**src/rtl/core/tcs_pkg.sv**
```systemverilog
package tcs_pkg;

    localparam int SAMPLE_BITS = 24;
    localparam int STORE_DEPTH = 4096;

    localparam int HORNER_STEPS = 5;
    localparam logic [2:0] LAST_STEP = 3'(HORNER_STEPS - 1);

    localparam logic [24:0] ONE_L = 25'd16777216;
    localparam logic [24:0] HALF_L = 25'd8388608;
    localparam logic [21:0] ONE_S = 22'd2097152;
    localparam logic [21:0] HALF_PI = 22'd3294198;
    localparam logic [22:0] INTENSITY = 23'd7356705;
    localparam logic [27:0] DECAY = 28'd17;
    localparam logic [30:0] Q30_ONE = 31'd1073741824;

    // Register indexes of the configuration port.
    localparam logic [2:0] REG_WINDOW_LENGTH = 3'd0;
    localparam logic [2:0] REG_WINDOW_RECIP = 3'd1;
    localparam logic [2:0] REG_SLEW_GAIN = 3'd2;
    localparam logic [2:0] REG_SLEW_RECIP = 3'd3;
    localparam logic [2:0] REG_PREV_SLEW_WEIGHT = 3'd4;
    localparam logic [2:0] REG_BALANCE_WEIGHT = 3'd5;

    typedef struct packed {
        logic [11:0] window_length;
        logic [24:0] window_reciprocal;
        logic [24:0] slew_gain;
        logic [24:0] slew_gain_reciprocal;
        logic [24:0] prev_slew_weight;
        logic [31:0] balance_weight;
    } cfg_t;

    typedef enum logic [4:0] {
        OP_NONE, OP_LOAD, OP_ENTRY, OP_LVA, OP_LVB, OP_CLAMP,
        OP_SQ, OP_HMUL, OP_HDIV, OP_HFIX, OP_SFIN,
        OP_BL1, OP_BL2, OP_BL3, OP_SLEW, OP_SLEWM, OP_SLEWQ,
        OP_INT1, OP_INT2, OP_INT3, OP_CS1, OP_CS2, OP_CS3,
        OP_DRV, OP_DRVF, OP_EMIT
    } op_t;

    typedef struct packed {
        op_t        op;
        logic [2:0] step;
    } cmd_t;

    typedef struct packed {
        logic out_busy;
    } dp_status_t;

    // Series divisors of the Horner steps.
    function automatic logic [7:0] series_div(input logic vers, input logic [2:0] step);
        logic [7:0] d;
        case (step)
            3'd0: d = vers ? 8'd132 : 8'd110;
            3'd1: d = vers ? 8'd90 : 8'd72;
            3'd2: d = vers ? 8'd56 : 8'd42;
            3'd3: d = vers ? 8'd30 : 8'd20;
            default: d = vers ? 8'd12 : 8'd6;
        endcase
        return d;
    endfunction

    // floor(2^32 / divisor); the quotient lands at most two below the true one.
    function automatic logic [29:0] series_recip(input logic vers, input logic [2:0] step);
        logic [29:0] m;
        case (step)
            3'd0: m = vers ? 30'd32537631 : 30'd39045157;
            3'd1: m = vers ? 30'd47721858 : 30'd59652323;
            3'd2: m = vers ? 30'd76695844 : 30'd102261126;
            3'd3: m = vers ? 30'd143165576 : 30'd214748364;
            default: m = vers ? 30'd357913941 : 30'd715827882;
        endcase
        return m;
    endfunction

endpackage

```
**src/rtl/core/tcs_ctrl.sv**
```systemverilog
module tcs_ctrl (
    input  logic                   aclk,
    input  logic                   aresetn,
    input  logic                   s_tvalid,
    output logic                   s_tready,
    input  tcs_pkg::dp_status_t    status,
    output tcs_pkg::cmd_t          cmd
);

    typedef enum logic [24:0] {
        ST_IDLE  = 25'b1 << 0,
        ST_ENTRY = 25'b1 << 1,
        ST_LVA   = 25'b1 << 2,
        ST_LVB   = 25'b1 << 3,
        ST_CLAMP = 25'b1 << 4,
        ST_SQ    = 25'b1 << 5,
        ST_HMUL  = 25'b1 << 6,
        ST_HDIV  = 25'b1 << 7,
        ST_HFIX  = 25'b1 << 8,
        ST_SFIN  = 25'b1 << 9,
        ST_BL1   = 25'b1 << 10,
        ST_BL2   = 25'b1 << 11,
        ST_BL3   = 25'b1 << 12,
        ST_SLEW  = 25'b1 << 13,
        ST_SLEWM = 25'b1 << 14,
        ST_SLEWQ = 25'b1 << 15,
        ST_INT1  = 25'b1 << 16,
        ST_INT2  = 25'b1 << 17,
        ST_INT3  = 25'b1 << 18,
        ST_CS1   = 25'b1 << 19,
        ST_CS2   = 25'b1 << 20,
        ST_CS3   = 25'b1 << 21,
        ST_DRV   = 25'b1 << 22,
        ST_DRVF  = 25'b1 << 23,
        ST_DONE  = 25'b1 << 24
    } state_t;

    typedef enum logic [1:0] {
        CALL_BLEND, CALL_SLEW, CALL_DRIVE
    } call_t;

    state_t state_reg, state_next;
    call_t call_reg, call_next;
    logic [2:0] step_reg, step_next;
    tcs_pkg::op_t op;

    assign s_tready = (state_reg == ST_IDLE);
    assign cmd.op = op;
    assign cmd.step = step_reg;

    always_comb begin
        state_next = state_reg;
        call_next = call_reg;
        step_next = step_reg;
        op = tcs_pkg::OP_NONE;
        case (state_reg)
            ST_IDLE: begin
                if (s_tvalid) begin
                    op = tcs_pkg::OP_LOAD;
                    state_next = ST_ENTRY;
                end
            end
            ST_ENTRY: begin op = tcs_pkg::OP_ENTRY; state_next = ST_LVA; end
            ST_LVA: begin op = tcs_pkg::OP_LVA; state_next = ST_LVB; end
            ST_LVB: begin op = tcs_pkg::OP_LVB; state_next = ST_CLAMP; end
            ST_CLAMP: begin
                op = tcs_pkg::OP_CLAMP;
                call_next = CALL_BLEND;
                state_next = ST_SQ;
            end
            ST_SQ: begin
                op = tcs_pkg::OP_SQ;
                step_next = 3'd0;
                state_next = ST_HMUL;
            end
            ST_HMUL: begin op = tcs_pkg::OP_HMUL; state_next = ST_HDIV; end
            ST_HDIV: begin op = tcs_pkg::OP_HDIV; state_next = ST_HFIX; end
            ST_HFIX: begin
                op = tcs_pkg::OP_HFIX;
                if (step_reg == tcs_pkg::LAST_STEP) begin
                    state_next = ST_SFIN;
                end else begin
                    step_next = step_reg + 3'd1;
                    state_next = ST_HMUL;
                end
            end
            ST_SFIN: begin
                op = tcs_pkg::OP_SFIN;
                case (call_reg)
                    CALL_BLEND: state_next = ST_BL1;
                    CALL_SLEW: state_next = ST_SLEWQ;
                    default: state_next = ST_DRVF;
                endcase
            end
            ST_BL1: begin op = tcs_pkg::OP_BL1; state_next = ST_BL2; end
            ST_BL2: begin op = tcs_pkg::OP_BL2; state_next = ST_BL3; end
            ST_BL3: begin op = tcs_pkg::OP_BL3; state_next = ST_SLEW; end
            ST_SLEW: begin op = tcs_pkg::OP_SLEW; state_next = ST_SLEWM; end
            ST_SLEWM: begin
                op = tcs_pkg::OP_SLEWM;
                call_next = CALL_SLEW;
                state_next = ST_SQ;
            end
            ST_SLEWQ: begin op = tcs_pkg::OP_SLEWQ; state_next = ST_INT1; end
            ST_INT1: begin op = tcs_pkg::OP_INT1; state_next = ST_INT2; end
            ST_INT2: begin op = tcs_pkg::OP_INT2; state_next = ST_INT3; end
            ST_INT3: begin op = tcs_pkg::OP_INT3; state_next = ST_CS1; end
            ST_CS1: begin op = tcs_pkg::OP_CS1; state_next = ST_CS2; end
            ST_CS2: begin op = tcs_pkg::OP_CS2; state_next = ST_CS3; end
            ST_CS3: begin op = tcs_pkg::OP_CS3; state_next = ST_DRV; end
            ST_DRV: begin
                op = tcs_pkg::OP_DRV;
                call_next = CALL_DRIVE;
                state_next = ST_SQ;
            end
            ST_DRVF: begin op = tcs_pkg::OP_DRVF; state_next = ST_DONE; end
            ST_DONE: begin
                // Wait until the output register is free or being emptied.
                if (!status.out_busy) begin
                    op = tcs_pkg::OP_EMIT;
                    state_next = ST_IDLE;
                end
            end
            default: state_next = ST_IDLE;
        endcase
    end

    always_ff @(posedge aclk) begin
        if (!aresetn) begin
            state_reg <= ST_IDLE;
            call_reg <= CALL_BLEND;
            step_reg <= 3'd0;
        end else begin
            state_reg <= state_next;
            call_reg <= call_next;
            step_reg <= step_next;
        end
    end

    a_accept_starts: assert property (@(posedge aclk) disable iff (!aresetn)
        (s_tvalid && s_tready) |=> (state_reg == ST_ENTRY))
        else $error("accepted item did not start processing");

    a_horner_ends: assert property (@(posedge aclk) disable iff (!aresetn)
        (state_reg == ST_HFIX && step_reg == tcs_pkg::LAST_STEP) |=> (state_reg == ST_SFIN))
        else $error("series evaluation ran past its last step");

    a_emit_free: assert property (@(posedge aclk) disable iff (!aresetn)
        (cmd.op == tcs_pkg::OP_EMIT) |-> !status.out_busy)
        else $error("result emitted over an item still waiting");

endmodule

```
**config.mk**
```make
export PLATFORM = sky130hd
export DESIGN_NAME = tcs_ctrl
export DESIGN_NICKNAME = d
export VERILOG_FILES = /design/src/rtl/core/tcs_pkg.sv /design/src/rtl/core/tcs_ctrl.sv
export SDC_FILE = /design/constraint.sdc
export NUM_CORES = 1
export LEC_CHECK = 0
export ABC_CLOCK_PERIOD_IN_PS = 6300
export BUFFER_PORTS_ARGS = -buffer_cell sky130_fd_sc_hd__buf_2
export CAP_MARGIN = 20
export CORE_ASPECT_RATIO = 2
export CORE_UTILIZATION = 45
export CTS_CLUSTER_DIAMETER = 60
export DETAILED_ROUTE_END_ITERATION = 8
export GPL_ROUTABILITY_DRIVEN = 1
export GPL_TIMING_DRIVEN = 1
export PLACE_DENSITY = 0.72
export SYNTH_ARGS = -nofsm -noshare
export SYNTH_HDL_FRONTEND = slang
export SYNTH_SLANG_ARGS = --single-unit
```
**constraint.sdc**
```tcl
create_clock -name aclk -period 6.3 [get_ports aclk]
set_input_delay 1.26 -clock aclk [delete_from_list [all_inputs] [get_ports aclk]]
set_output_delay 1.26 -clock aclk [all_outputs]
set_load 0.05 [all_outputs]
```
==> out/qor.yml <==
outcome:
  status: "finished, final reports clean"
setup_path:
  cp_data_arrival_time_ns: 3.22
  critical_path_class: "flip-flop to output port"
  rrSetupSlack_ns: 3.40
  reg2reg_depth: 5
  start_kind: "flip-flop"
  rr_endpoint: "call_reg[1]"
  crit_path_end_kind: "output port"
  cp.required_ns: 5.04
  regToRegStartpoint: "state_reg[16]"
  path_max_fanout: 14
synth:
  ys_types: 42
  synth.most_common_cell: "dfxtp_1"
  synth_ff_type: "dfxtp_1"
  ys_ff_latch: 30
  synth.avg_cell_area_um2: 8.34
  synth_area_um2: 1700
  synth_edf_count: 0
  yosysTopAreaCell: "dfxtp_1"
  synth_top_area_frac: 0.353
  synthArstFlopShare: 0
  synthCells: 204
  ys_seq_area_frac: 0.353
  synthesis.nets: 210
  yosysWarnings: 0
  synth.top_cells.by_area: "dfxtp_1, nor2_1, or4_1"
  ys_top_cells_by_count: "dfxtp_1, nor2_1, nor3_1, nor4_1, or4_1"
floorplan:
  dieArea_um2: 4050
  dieWidth_um: 45.5
  ios: 13
  initial_core_util: 0.472
  die_y_um: 89.0
  row_count: 31
  core_region_area_um2: 3610
clock_tree:
  cts_hold_buf: 0
  cts_tree: "built"
  clock_path_buffers: 2
  post_cts_resized: 0
  cts_root_buf: "clkbuf_8"
  cts_max_level: 2
  cts.sinks: 30
  cts.reportedPaths.clkPinSlew_ns: 0.06
  cts_setup_buffers: 0
  cts_made_buffers: 5
  clk_latency_ns: 0.29
timing:
  worst_pin_slew_ns: 0.846
  tns_ns: 0
  skew_ns: 0.00609
  rsz0062_at_grt: "no"
  period_needed_ns: 4.48
  period_share: 0.710
  maxSlewViolCount: 0
  setup_viol: 0
  finalHoldViolations: 0
  fmax_mhz: 223
  holdWs_ns: 0.454
  relSlewSlack: 0.427
power_and_ir_drop:
  power_frac_seq: 0.490
  swShare: 0.263
  p_switching_mw: 0.104
  p_per_area_nw_per_um2: 209
  clockPowerShare: 0.409
  pwr-share-comb: 0.101
  intPower_mw: 0.291
  peakVddDrop_uv: 152
  leakage_nw: 0.770
  total_power_mw: 0.395
cells_and_area:
  final_layout_size_suffix_gt1_frac: 0.134
  diodes: 0
  syn2layout_area_growth_pct: 10.9
  largest_reg_flops: 25
  final_nets: 222
routing:
  drt_pass1_iterations: 4
  routed_wl_um: 4600
  drt_iter0_markers: 62
  vias: 1681
  vias_per_cell: 6.32
  drc_errors: 0
  wire_per_inst_um: 17.3
  ant_nets: 0
placed_design:
  dp_hpwl_um: 3460
  numPortBuffers: 12
  gp_congestion: 0.978
worst_hold_path:
  hold-path-endpoint: "state_reg[10]"
  hold_path.class: "flip-flop to flip-flop"
  whs_path_depth: 1
  hp-start: "call_reg[1]"
global_routing:
  antenna_found_initial: 0
  grt_overflow: 0
  grt_pass1_vias: 1530
  grt_pass1_wl_um: 7270
  grt_use_total: 0.252
  grt_max_degree: 15
job:
  cap_viol_max_count: 0
-- layout make-up --
cell class                 instances  area (µm²)
clock buffer                       7        86.3
clock inverter                     1        5.00
fill                             354        1720
inverter                           7        26.3
multi-input combinational        160        1050
sequential                        30         601
tap                               49        61.3
timing repair buffer              12        60.1
-- kinds of logic after synthesis --
group | count (synthesis) | synth area share
AO/OA/AOI/OAI | 15 | 0.0684
XOR/XNOR | 11 | 0.0566
adder cells (fa/ha/maj) | 2 | 0.0147
buffers and inverters | 14 | 0.0316
flip-flops | 30 | 0.353
multiplexers | 1 | 0.00882
AND/OR/NAND/NOR | 131 | 0.467
-- metal layers --
layer,vias to the layer above,wire [µm],global-route usage
li1,801,-,-
met1,782,1730,0.258
met2,75,2370,0.418
met3,23,202,0.0485
met4,0,297,0.212
met5,-,0,0
-- power by group through the flow --
| stage | clock network (mW) | logic [mW] | registers, mW |
|---|---|---|---|
| final | 0.161 | 0.0398 | 0.193 |
| after global routing | 0.171 | 0.0430 | 0.194 |
| after CTS | 0.162 | 0.0396 | 0.194 |
| after detailed placement | 0 | 0.0394 | 0.198 |
| after global placement | 0 | 0.0401 | 0.198 |
| after floorplan | 0 | 0.0306 | 0.197 |
-- worst max-delay path: stages (launching register included) --
cell and delay, ns:
dfxtp_1 0.38, or4_1 0.66, or4_4 0.63, o311ai_1 0.78
a211oi_1 0.09, nand4_1 0.13, buf_2 0.26
-- cell usage in the layout (no fill, tap or decap), types with 4 or more instances in the layout --
cell / netlist / routed
nand3_1: 10 / 10
nor4b_1: 7 / 7
dfxtp_1: 30 / 30
or4_1: 11 / 11
inv_1: 6 / 6
nand3b_1: 5 / 5
nor4_1: 13 / 13
xnor2_1: 9 / 9
and2_1: 4 / 4
or3_1: 5 / 5
nand4_1: 9 / 9
a21oi_1: 4 / 4
clkbuf_8: 0 / 6
nor3_1: 16 / 16
nand2_1: 10 / 10
nor2_1: 23 / 23
buf_2: 1 / 12
-- worst max-delay path by stage --
stage          endpoint  slack, ns          start  depth (start not counted)
2_1_floorplan    cmd[3]       2.28  state_reg[13]                          7
3_3_place_gp     cmd[3]       2.20   state_reg[8]                          6
3_5_place_dp     cmd[5]       2.22  state_reg[16]                          7
4_1_cts          cmd[5]       1.90  state_reg[16]                          7
5_1_grt          cmd[3]       1.74  state_reg[16]                          6
6_report         cmd[3]       1.82  state_reg[16]                          6
-- through the flow --
| stage | instance area, µm² | setup slack [ns] | utilization | instances |
|---|---|---|---|---|
| 3_5_place_dp | 1800 | 2.22 | 0.498 | 258 |
| 5_1_grt | 1890 | 1.74 | 0.523 | 266 |
| 6_report | 1890 | 1.82 | 0.523 | 266 |
| 2_1_floorplan | 1700 | 2.28 | - | 204 |
| 3_3_place_gp | 1800 | 2.20 | 0.498 | 258 |
| 4_1_cts | 1890 | 1.90 | 0.523 | 266 |
No activity file was read; power rests on OpenSTA's default activity.
