==> config.mk <==
export PLATFORM = sky130hd
export DESIGN_NAME = tcs_regs
export DESIGN_NICKNAME = d
export VERILOG_FILES = /design/src/rtl/core/tcs_pkg.sv /design/src/rtl/core/tcs_regs.sv
export SDC_FILE = /design/constraint.sdc
export NUM_CORES = 1
export LEC_CHECK = 0
export BUFFER_PORTS_ARGS = -buffer_cell sky130_fd_sc_hd__buf_2
export CAP_MARGIN = 30
export CORE_MARGIN = 3
export CORE_UTILIZATION = 44
export DETAILED_ROUTE_END_ITERATION = 12
export PLACE_DENSITY = 0.71
export SLEW_MARGIN = 20
export SYNTH_ARGS = -nofsm -noshare
export SYNTH_HDL_FRONTEND = slang
export SYNTH_SLANG_ARGS = --single-unit
==> constraint.sdc <==
create_clock -name aclk -period 1 [get_ports aclk]
set_input_delay 0 -clock aclk [delete_from_list [all_inputs] [get_ports aclk]]
set_output_delay 0 -clock aclk [all_outputs]
set_load 0.05 [all_outputs]
==> src/rtl/core/tcs_pkg.sv <==
package tcs_pkg;

    localparam int SAMPLE_BITS = 24;
    localparam int STORE_DEPTH = 4096;

    localparam int HORNER_STEPS = 5;
    localparam logic [2:0] LAST_STEP = 3'(HORNER_STEPS - 1);

    localparam logic [24:0] ONE_L = 25'd16777216;
    localparam logic [24:0] HALF_L = 25'd8388608;
    localparam logic [21:0] ONE_S = 22'd2097152;
    localparam logic [21:0] HALF_PI = 22'd3294198;
    localparam logic [22:0] INTENSITY = 23'd7356705;
    localparam logic [27:0] DECAY = 28'd17;
    localparam logic [30:0] Q30_ONE = 31'd1073741824;

    // Register indexes of the configuration port.
    localparam logic [2:0] REG_WINDOW_LENGTH = 3'd0;
    localparam logic [2:0] REG_WINDOW_RECIP = 3'd1;
    localparam logic [2:0] REG_SLEW_GAIN = 3'd2;
    localparam logic [2:0] REG_SLEW_RECIP = 3'd3;
    localparam logic [2:0] REG_PREV_SLEW_WEIGHT = 3'd4;
    localparam logic [2:0] REG_BALANCE_WEIGHT = 3'd5;

    typedef struct packed {
        logic [11:0] window_length;
        logic [24:0] window_reciprocal;
        logic [24:0] slew_gain;
        logic [24:0] slew_gain_reciprocal;
        logic [24:0] prev_slew_weight;
        logic [31:0] balance_weight;
    } cfg_t;

    typedef enum logic [4:0] {
        OP_NONE, OP_LOAD, OP_ENTRY, OP_LVA, OP_LVB, OP_CLAMP,
        OP_SQ, OP_HMUL, OP_HDIV, OP_HFIX, OP_SFIN,
        OP_BL1, OP_BL2, OP_BL3, OP_SLEW, OP_SLEWM, OP_SLEWQ,
        OP_INT1, OP_INT2, OP_INT3, OP_CS1, OP_CS2, OP_CS3,
        OP_DRV, OP_DRVF, OP_EMIT
    } op_t;

    typedef struct packed {
        op_t        op;
        logic [2:0] step;
    } cmd_t;

    typedef struct packed {
        logic out_busy;
    } dp_status_t;

    // Series divisors of the Horner steps.
    function automatic logic [7:0] series_div(input logic vers, input logic [2:0] step);
        logic [7:0] d;
        case (step)
            3'd0: d = vers ? 8'd132 : 8'd110;
            3'd1: d = vers ? 8'd90 : 8'd72;
            3'd2: d = vers ? 8'd56 : 8'd42;
            3'd3: d = vers ? 8'd30 : 8'd20;
            default: d = vers ? 8'd12 : 8'd6;
        endcase
        return d;
    endfunction

    // floor(2^32 / divisor); the quotient lands at most two below the true one.
    function automatic logic [29:0] series_recip(input logic vers, input logic [2:0] step);
        logic [29:0] m;
        case (step)
            3'd0: m = vers ? 30'd32537631 : 30'd39045157;
            3'd1: m = vers ? 30'd47721858 : 30'd59652323;
            3'd2: m = vers ? 30'd76695844 : 30'd102261126;
            3'd3: m = vers ? 30'd143165576 : 30'd214748364;
            default: m = vers ? 30'd357913941 : 30'd715827882;
        endcase
        return m;
    endfunction

endpackage

==> src/rtl/core/tcs_regs.sv <==
module tcs_regs (
    input  logic               aclk,
    input  logic               aresetn,
    input  logic               psel,
    input  logic               penable,
    input  logic               pwrite,
    input  logic [4:0]         paddr,
    input  logic [31:0]        pwdata,
    output logic [31:0]        prdata,
    output logic               pready,
    output tcs_pkg::cfg_t      cfg
);

    tcs_pkg::cfg_t cfg_reg;
    tcs_pkg::cfg_t cfg_next;
    logic [2:0] index;
    logic wr_en;

    assign index = paddr[4:2];
    assign pready = 1'b1;
    assign wr_en = psel && penable && pwrite;
    assign cfg = cfg_reg;

    always_comb begin
        cfg_next = cfg_reg;
        if (wr_en) begin
            case (index)
                tcs_pkg::REG_WINDOW_LENGTH: cfg_next.window_length = pwdata[11:0];
                tcs_pkg::REG_WINDOW_RECIP: cfg_next.window_reciprocal = pwdata[24:0];
                tcs_pkg::REG_SLEW_GAIN: cfg_next.slew_gain = pwdata[24:0];
                tcs_pkg::REG_SLEW_RECIP: cfg_next.slew_gain_reciprocal = pwdata[24:0];
                tcs_pkg::REG_PREV_SLEW_WEIGHT: cfg_next.prev_slew_weight = pwdata[24:0];
                tcs_pkg::REG_BALANCE_WEIGHT: cfg_next.balance_weight = pwdata;
                default: cfg_next = cfg_reg;
            endcase
        end
    end

    always_comb begin
        case (index)
            tcs_pkg::REG_WINDOW_LENGTH: prdata = {20'd0, cfg_reg.window_length};
            tcs_pkg::REG_WINDOW_RECIP: prdata = {7'd0, cfg_reg.window_reciprocal};
            tcs_pkg::REG_SLEW_GAIN: prdata = {7'd0, cfg_reg.slew_gain};
            tcs_pkg::REG_SLEW_RECIP: prdata = {7'd0, cfg_reg.slew_gain_reciprocal};
            tcs_pkg::REG_PREV_SLEW_WEIGHT: prdata = {7'd0, cfg_reg.prev_slew_weight};
            tcs_pkg::REG_BALANCE_WEIGHT: prdata = cfg_reg.balance_weight;
            default: prdata = 32'd0;
        endcase
    end

    always_ff @(posedge aclk) begin
        if (!aresetn) begin
            cfg_reg.window_length <= 12'd549;
            cfg_reg.window_reciprocal <= 25'd30560;
            cfg_reg.slew_gain <= 25'd2147484;
            cfg_reg.slew_gain_reciprocal <= 25'd512000;
            cfg_reg.prev_slew_weight <= 25'd1761608;
            cfg_reg.balance_weight <= 32'd429497;
        end else begin
            cfg_reg <= cfg_next;
        end
    end

endmodule

==> out/results.ini, run 1 <==
[status]
status=complete, but fails checks
violations=negative setup slack

[floorplan]
num_io_pins=219
die-area_um2=17000
core_area_um2=14800
dieWidth_um=130
die_h_um=130
core.rowCount=44
initial_utilization_pct=46.0

[drt]
finalWirelength_mm=31.2
drt-initial-drc-count=685
num_vias=7731
ant_nets=0
remaining_drc_errors=0
wire_per_inst_um=23.3
routed_via_density=5.77
firstDrtPassIters=5

[global_routing]
grt_max_degree=64
gr-total-overflow=0
grt_pass1_vias=8229
grt_pass1_wl_mm=44.9
track_usage_pct=34.4
antenna_found_initial=1

[placement]
placed_cell_area_um2=10400
dp_hpwl_mm=17.9
dpl.cell_count=1245
io_buffers=215
globalplace.congestion=0.940

[power]
ir_worst_vdd_mv=1.35
p_per_area_nw_per_um2=1090
switchingPower_mw=4.00
p_leak_nw=5.98
comb_power_share_pct=18.3
intPower_mw=10.5
pwr-share-clk_pct=42.7
power_mw=14.5
seqPwrFrac_pct=39.0
switching_share_pct=27.6

[critical_path]
critPathArrivalTime_ns=1.60
critical_path_class=flip-flop to primary output
critPathLaunchType=flip-flop
max_stage_delay_ns=0.36
path_max_fanout=2
crit_family=compound AO/OA/AOI/OAI gates
endpoint_kind=primary output
reg2reg_from=cfg[92]$_SDFFE_PN1P_
cp.required_ns=1.00
rr_worst_depth=5
crit_chain=mux2_4, a22oi_2, o22ai_4, buf_6
crit_buf_inv=1
rr_endpoint=cfg[92]$_SDFFE_PN1P_
cp_slowest_cell=dfxtp_4
regToRegSetupSlack_ns=-0.03

[clock_tree]
cts.htree.levels=4
clkSlewWorstSetupHoldPaths_ns=0.06
clock_latency_ns=0.42
clock_sinks=144
cts_root_buf=clkbuf_16
cts_tree=done
numCtsBuffers=17
clk_path_buf_depth=2

[synth]
synth_top_area_cell=dfxtp_1
synth_area_um2=6810
synth-edff-count=0
synthTopCellsByCount=dfxtp_1 (144), nand2_1 (131), mux2i_1 (126)
synthesis.nets=770
synth_seq_cells=144
synthCells=728
synth_top_area_share_pct=42.3
synth_area_leaders=dfxtp_1 (42%), mux2i_1 (19%), nand2_1 (7.2%), mux2_2 (4.8%), nand3_1 (4.0%)
yosysUniqueCellTypes=46
synthFlopType=dfxtp_1
ys_seq_area_share_pct=42.3
synth.most_common_cell=dfxtp_1
syn_avg_cell_area_um2=9.35
yosysWarnings=0
async_flop_share_pct=0

[sta]
fmax_mhz=626
finClkSkew_ns=0
fin_crit_ns=1.60
whs_ns=0.0431
rsz0062_at_grt=yes
setup_ws_ns=-0.599
drv_slew=0
setup_viol=114
period_share_pct=160
hold_viol=0

[flow_run]
drv_cap=0

[layout]
final_nets=1182
stdcell_count=1339
layout-drive-gt1-share_pct=61.0
final_area_um2=13200
largest_register_ffs=144
syn_to_final_growth_pct=94.5

[hold_path]
hp-start=aresetn
hold_path_depth=3
min_path_type=input pin to flip-flop
whs_endpoint=cfg[4]$_SDFFE_PN1P_

[cells in the final DEF (no fill, tap or decap), types with 3 or more instances in the layout]
cell           count
and2_4             7
clkbuf_1           6
a22oi_2           13
a221oi_4          12
o21a_1            12
o22ai_4            7
nor2b_1           18
mux2i_1          126
clkbuf_8           5
buf_12            27
o211ai_1           5
o21ai_0           25
dlygate4sd3_1     32
nand2_2            3
o21ai_4            3
mux2_2             5
clkbuf_16         17
a21oi_1            8
mux2_4            24
nand3b_1           3
nor2_4            13
nand2b_1           6
nand2_1          130
inv_1              6
buf_8             86
dfxtp_2           61
nand3_1           55
buf_4            142
dfxtp_4           83
a21boi_0           3
buf_6            133
buf_2             35
[power by group through the flow]
| stage | registers, mW | clock network (mW) | logic, mW |
|---|---|---|---|
| after floorplan | 5.94 | 0 | 1.25 |
| after global placement | 5.76 | 0 | 2.12 |
| after detailed placement | 5.77 | 0 | 2.16 |
| after CTS | 5.65 | 6.18 | 2.51 |
| after global routing | 5.64 | 6.46 | 2.74 |
| final | 5.64 | 6.18 | 2.64 |
[metal layers]
layer | up-vias | global-route usage (%) | part of all wire [%]
met5 | - | 0 | 0
met4 | 0 | 19.4 | 6.6
met3 | 147 | 6.75 | 6.7
met2 | 442 | 60.1 | 50
li1 | 3400 | - | -
met1 | 3742 | 39.3 | 36
[worst min-delay path: cells and delay by family]
kind	cells	cell delay, ns
buffers and inverters	2	0.33
AND/OR/NAND/NOR	1	0.09
[through the flow]
stage | TNS, ns | utilization [%] | setup slack, ns
2_1_floorplan | -1.79 | - | -0.131
3_3_place_gp | -31.37 | 70.1 | -0.274
3_5_place_dp | -33.68 | 70.1 | -0.280
4_1_cts | -15.69 | 87.0 | -0.570
5_1_grt | -18.09 | 89.4 | -0.654
6_report | -15.25 | 89.4 | -0.599
[final cells by class]
type	count	area [um^2]
Clock buffer	28	517
Tap cell	184	230
Timing Repair Buffer	456	4920
Clock inverter	4	50.0
Sequential cell	144	3270
Fill cell	586	1560
Inverter	8	30.0
Multi-Input combinational cell	513	4220
Antenna cell	2	5.00
[logic make-up after synthesis]
family          share of synthesized area, %
other cells                           0.0551
buf+inv                                 5.46
mux                                     24.0
compound gates                          9.65
flops                                   42.3
simple gates                            18.5
[worst max-delay path by stage]
stage	startpoint	endpoint	slack, ns	cells after the start
after floorplan	cfg[11]$_SDFFE_PN1P_	prdata[11]	-0.13	2
after global placement	paddr[2]	prdata[17]	-0.27	6
after detailed placement	paddr[2]	prdata[23]	-0.28	6
after CTS	cfg[112]$_SDFFE_PN1P_	prdata[5]	-0.57	3
after global routing	cfg[37]$_SDFFE_PN0P_	prdata[5]	-0.65	4
final	cfg[64]$_SDFFE_PN0P_	prdata[7]	-0.60	4
[repair_timing]
item	CTS	global route
hold endpoints to repair	144	0
setup buffers	10	61
endpoints found under the setup margin	176	132
hold buffers	32	0
pin swaps	26	6
gates resized for setup	468	101
gates cloned	1	0
(Power assumes the default switching activity.)
==> inputs of run 2 (changes only) <==
--- a/config.mk
+++ b/config.mk
@@ -7,6 +7,7 @@
 export LEC_CHECK = 0
 export BUFFER_PORTS_ARGS = -buffer_cell sky130_fd_sc_hd__buf_2
 export CAP_MARGIN = 30
+export CORE_ASPECT_RATIO = 1.2
 export CORE_MARGIN = 3
 export CORE_UTILIZATION = 44
 export DETAILED_ROUTE_END_ITERATION = 12
==> out/results.ini, run 2 (same netlist as run 1, synthesis figures left out) <==
[clock_tree]
numCtsBuffers=17  ; unchanged
clock_sinks=144  ; unchanged
cts.htree.levels=4  ; unchanged
clk_path_buf_depth=2  ; unchanged
cts_tree=done
cts_root_buf=clkbuf_16
clkSlewWorstSetupHoldPaths_ns=0.06  ; about the same
clock_latency_ns=0.43  ; about the same

[global_routing]
grt_pass1_wl_mm=47.5  ; +5.8%
antenna_found_initial=0  ; -1
gr-total-overflow=0  ; unchanged
grt_pass1_vias=8410  ; +2.2%
track_usage_pct=36.2  ; +1.7 points
grt_max_degree=40  ; -38%

[layout]
final_common_cell=buf_6
final_nets=1177  ; -0.42%
num_antenna_cells=0  ; -2
most-common-layout-cells=buf_6 (150), nand2_1 (131), mux2i_1 (125)
layout-drive-gt1-share_pct=60.7  ; -0.26 points
syn_to_final_growth_pct=96.8
largest_register_ffs=144  ; unchanged

[drt]
finalWirelength_mm=33.3  ; +6.5%
wire_per_inst_um=24.6  ; +5.5%
num_vias=7950  ; +2.8%
firstDrtPassIters=5  ; unchanged
remaining_drc_errors=0  ; unchanged
drt-initial-drc-count=733  ; +7.0%
ant_nets=0  ; unchanged
routed_via_density=5.88  ; +1.8%

[sta]
hold_viol=0  ; unchanged
setup_ws_ns=-0.599  ; -0.0000490 ns
drv_slew=0  ; unchanged
fin_crit_ns=1.60  ; +0.0000490 ns
fmax_mhz=626  ; about the same
rsz0062_at_grt=yes
finClkSkew_ns=0  ; unchanged
period_share_pct=160  ; about the same
setup_viol=118  ; +3.5%

[critical_path]
critical_path_class=flip-flop to primary output
crit_chain=mux2_2, a221o_2, buf_6
critPathLaunchType=flip-flop
path_max_fanout=2  ; unchanged
cp.required_ns=1.00  ; about the same
cp_slowest_cell=a221o_2
critPathArrivalTime_ns=1.60  ; about the same
endpoint_kind=primary output
max_stage_delay_ns=0.36  ; about the same

[power]
power_mw=14.8  ; +2.6%
ir_worst_vdd_mv=1.16  ; -14%
p_per_area_nw_per_um2=1110  ; +1.5%
p_leak_nw=5.99  ; +0.15%

[floorplan]
die-area_um2=17000  ; about the same
die_h_um=142  ; +9.1%
dieWidth_um=120  ; -8.3%
num_io_pins=219  ; unchanged
initial_utilization_pct=45.1  ; -0.83 points
core_area_um2=15100  ; +1.8%
core.rowCount=49  ; +11%

[placement]
dp_hpwl_mm=17.9  ; -0.25%
io_buffers=215  ; unchanged
place_ws_ns=-0.303  ; -0.0228 ns
globalplace.congestion=0.872  ; -7.3%

[status]
status=complete, but fails checks
violations=negative setup slack

[flow_run]
drv_cap=0  ; unchanged

[hold_path]
min_path_type=input pin to flip-flop

## run 2: cell count changes in the layout (fill, tap and decap cells not counted), moves of 4 or more
cell	before	now
clkbuf_8	5	1
dfxtp_2	61	57
clkinv_1	0	4
buf_8	86	92
clkbuf_1	6	2
buf_12	27	31
buf_4	142	111
buf_6	133	150
dfxtp_4	83	87
## run 2: timing repair
item,in CTS,in global routing
setup endpoints to repair,176,156
pin swaps,26,12
hold buffers,32,0
gates resized for setup,503,109
endpoints found under the hold margin,144,0
setup buffers,10,64
## run 2: per-stage QoR
stage / hold slack (ns) / area, um^2 / TNS [ns] / utilization (%) / instances
2_1_floorplan: 0.132 / 7840 / -1.79 / - / 728
3_3_place_gp: 0.241 / 10400 / -23.41 / 68.9 / 1262
3_5_place_dp: 0.252 / 10400 / -25.95 / 68.9 / 1262
4_1_cts: 0.00923 / 13000 / -15.21 / 86.1 / 1331
5_1_grt: 0.0522 / 13400 / -18.70 / 88.9 / 1352
6_report: 0.0474 / 13400 / -16.22 / 88.9 / 1352
## run 2: critical path, delay by kind of cell (launching register included)
family / cells / cell delay (ns)
mux: 1 / 0.29
compound gates: 1 / 0.36
buf+inv: 1 / 0.16
flops: 1 / 0.35
## run 2: worst paths after layout
path	from	endpoint	slack [ns]	cells after the start
worst max register to register	cfg[84]$_SDFFE_PN1P_	cfg[84]$_SDFFE_PN1P_	-0.08	4
worst min register to register	cfg[28]$_SDFFE_PN0P_	cfg[28]$_SDFFE_PN0P_	0.49	2
worst min-delay path	aresetn	cfg[112]$_SDFFE_PN1P_	0.05	3
worst max-delay path	cfg[87]$_SDFFE_PN0P_	prdata[5]	-0.60	3
## run 2: power by group
part / internal [mW] / switching [mW]
Sequential: 5.58 / 0.0540
Combinational: 1.12 / 1.53
Clock: 3.96 / 2.61
Total: 10.7 / 4.19
## run 2: final cells by class
class	count	area [um^2]
timing repair buffer	451	5020
multi-input combinational	513	4230
sequential	144	3280
fill	642	1680
clock buffer	20	447
tap	204	255
clock inverter	12	140
inverter	8	30.0
## run 2: per-layer routing
| metal | share of wire [%] | GRT usage [%] | up-vias | wire length [um] |
|---|---|---|---|---|
| li1 | - | - | 3384 | - |
| met1 | 34 | 37.5 | 3816 | 11200 |
| met2 | 53 | 65.9 | 555 | 17500 |
| met3 | 6.8 | 7.79 | 195 | 2250 |
| met4 | 7.0 | 23.4 | 0 | 2330 |
| met5 | 0 | 0 | - | 0 |
==> inputs of run 3 (changes only) <==
--- a/config.mk
+++ b/config.mk
@@ -10,6 +10,7 @@
 export CORE_ASPECT_RATIO = 1.2
 export CORE_MARGIN = 3
 export CORE_UTILIZATION = 44
+export CTS_BUF_LIST = sky130_fd_sc_hd__clkbuf_8
 export DETAILED_ROUTE_END_ITERATION = 12
 export PLACE_DENSITY = 0.71
 export SLEW_MARGIN = 20
==> out/results.ini, run 3 (same netlist as run 1, synthesis figures left out) <==
[layout]
stdcell_count=1360  ; +0.59%
largest_register_ffs=144  ; unchanged
syn_to_final_growth_pct=101
num_antenna_cells=0  ; unchanged
nFillCells=582  ; -9.3%
most-common-layout-cells=buf_8 (132), nand2_1 (128), buf_6 (126)
layout-drive-gt1-share_pct=61.2  ; +0.53 points
final_core_util_pct=90.6  ; +1.7 points
final_nets=1185  ; +0.68%
final_area_um2=13700  ; +1.9%
final_common_cell=buf_8

[drt]
ant_nets=0  ; unchanged
num_vias=8256  ; +3.8%
remaining_drc_errors=0  ; unchanged
routed_via_density=6.07  ; +3.2%
finalWirelength_mm=36.2  ; +8.7%
drt-initial-drc-count=815  ; +11%
wire_per_inst_um=26.6  ; +8.1%
firstDrtPassIters=5  ; unchanged

[sta]
period_share_pct=185  ; +25 points
fmax_mhz=541  ; -14%
final.setup.tns_ns=-21.87  ; -5.65 ns
setup_ws_ns=-0.850  ; -0.251 ns
hold_viol=0  ; unchanged
fin_crit_ns=1.85  ; +0.251 ns
setup_viol=131  ; +11%
finClkSkew_ns=0  ; unchanged
drv_slew=0  ; unchanged
rsz0062_at_grt=yes

[critical_path]
regToRegSetupSlack_ns=-0.02  ; +0.06 ns
endpoint_kind=primary output
rr_endpoint=cfg[92]$_SDFFE_PN1P_
cp.required_ns=1.00  ; about the same
critPathArrivalTime_ns=1.85  ; +0.25 ns
critPathLaunchType=flip-flop
path_max_fanout=2  ; unchanged
critical_path_class=flip-flop to primary output
cp-startpoint=cfg[92]$_SDFFE_PN1P_
rr_worst_depth=4  ; unchanged
reg2reg_from=cfg[92]$_SDFFE_PN1P_
setup.worst_path.end=prdata[10]

[floorplan]
die_h_um=142  ; unchanged
core.rowCount=49  ; unchanged
die-area_um2=17000  ; unchanged
initial_utilization_pct=45.1  ; unchanged
num_io_pins=219  ; unchanged
dieWidth_um=120  ; unchanged
core_area_um2=15100  ; unchanged

[global_routing]
grt_pass1_wl_mm=48.6  ; +2.4%
grt_pass1_vias=8570  ; +1.9%
top_usage_layer=met2
track_usage_pct=37.0  ; +0.82 points
grt_max_degree=40  ; unchanged
use_met2_pct=66.9  ; +1.0 points
antenna_found_initial=0  ; unchanged
gr-total-overflow=0  ; unchanged
grt.met1_usage_pct=38.3  ; +0.83 points
grt_use_met3_pct=7.71  ; -0.080 points

[clock_tree]
clk_path_buf_depth=2  ; unchanged
clock_latency_ns=0.46  ; +0.03 ns
cts_root_buf=clkbuf_8
cts.htree.levels=4  ; unchanged
cts_tree=done
numCtsBuffers=17  ; unchanged
clkSlewWorstSetupHoldPaths_ns=0.08  ; +0.02 ns
clock_sinks=144  ; unchanged

[placement]
io_buffers=215  ; unchanged
dpl.cell_count=1262  ; unchanged
globalplace.congestion=0.872  ; unchanged
dp_hpwl_mm=17.9  ; unchanged
placed_cell_area_um2=10400  ; unchanged

[power]
p_per_area_nw_per_um2=964  ; -13%
ir_worst_vdd_mv=0.669  ; -42%
p_leak_nw=6.07  ; +1.4%
power_mw=13.2  ; -11%

[flow_run]
drv_cap=0  ; unchanged

[status]
status=complete, but fails checks
violations=negative setup slack

[hold_path]
min_path_type=input pin to flip-flop

run 3: cell types whose count changed in the layout (fill, tap and decap cells not counted), sizes merged:
cell,delta
buf,+5
dlymetal6s4s,+1
inv,+2
run 3: routing by layer:
layer | vias up | wire (um)
met5 | - | 0
met4 | 0 | 2780
met3 | 238 | 2970
met2 | 661 | 18700
met1 | 3967 | 11700
li1 | 3390 | -
run 3: worst min-delay path by stage:
stage | startpoint | end | slack, ns | cells after the start
4_1_cts | penable | cfg[117]$_SDFFE_PN1P_ | 0.05 | 4
6_report | penable | cfg[117]$_SDFFE_PN1P_ | 0.07 | 4
3_5_place_dp | pwdata[30] | cfg[30]$_SDFFE_PN0P_ | 0.25 | 3
2_1_floorplan | pwdata[14] | cfg[14]$_SDFFE_PN0P_ | 0.13 | 2
5_1_grt | penable | cfg[117]$_SDFFE_PN1P_ | 0.07 | 4
3_3_place_gp | pwdata[28] | cfg[28]$_SDFFE_PN0P_ | 0.24 | 3
run 3: critical path, stage by stage, from the launching register on:
cell and delay (ns):
dfxtp_4 0.36, mux2_4 0.29, a22oi_2 0.41, o22ai_4 0.15
buf_6 0.19
run 3: cell type report:
cell class | count | area, um^2 | area share (%)
Clock buffer | 18 | 248 | 1.81
Clock inverter | 14 | 148 | 1.08
Inverter | 8 | 30.0 | 0.220
Multi-Input combinational cell | 513 | 4230 | 30.9
Sequential cell | 144 | 3350 | 24.5
Tap cell | 204 | 255 | 1.87
Timing Repair Buffer | 459 | 5410 | 39.6
run 3: what timing repair did:
| item | in CTS | in global routing |
|---|---|---|
| hold endpoints to repair | 144 | 0 |
| gates cloned | 0 | 2 |
| pin swaps | 26 | 10 |
| buffers inserted | 10 | 63 |
| resized for setup | 593 | 118 |
| endpoints found under the setup margin | 176 | 210 |
| hold buffers | 33 | 0 |
run 3: report_power, final:
group          switching [mW]  total [mW]  internal (mW)
sequential             0.0572        5.56           5.50
combinational            1.60        2.78           1.18
clock                    2.35        4.84           2.48
total                    4.01        13.2           9.16
run 3: stage by stage:
stage,setup WS (ns),hold slack (ns)
finish,-0.850,0.0723
global placement,-0.266,0.241
detailed placement,-0.303,0.252
global route,-0.912,0.0742
CTS,-0.604,0.0457
floorplan,-0.131,0.132
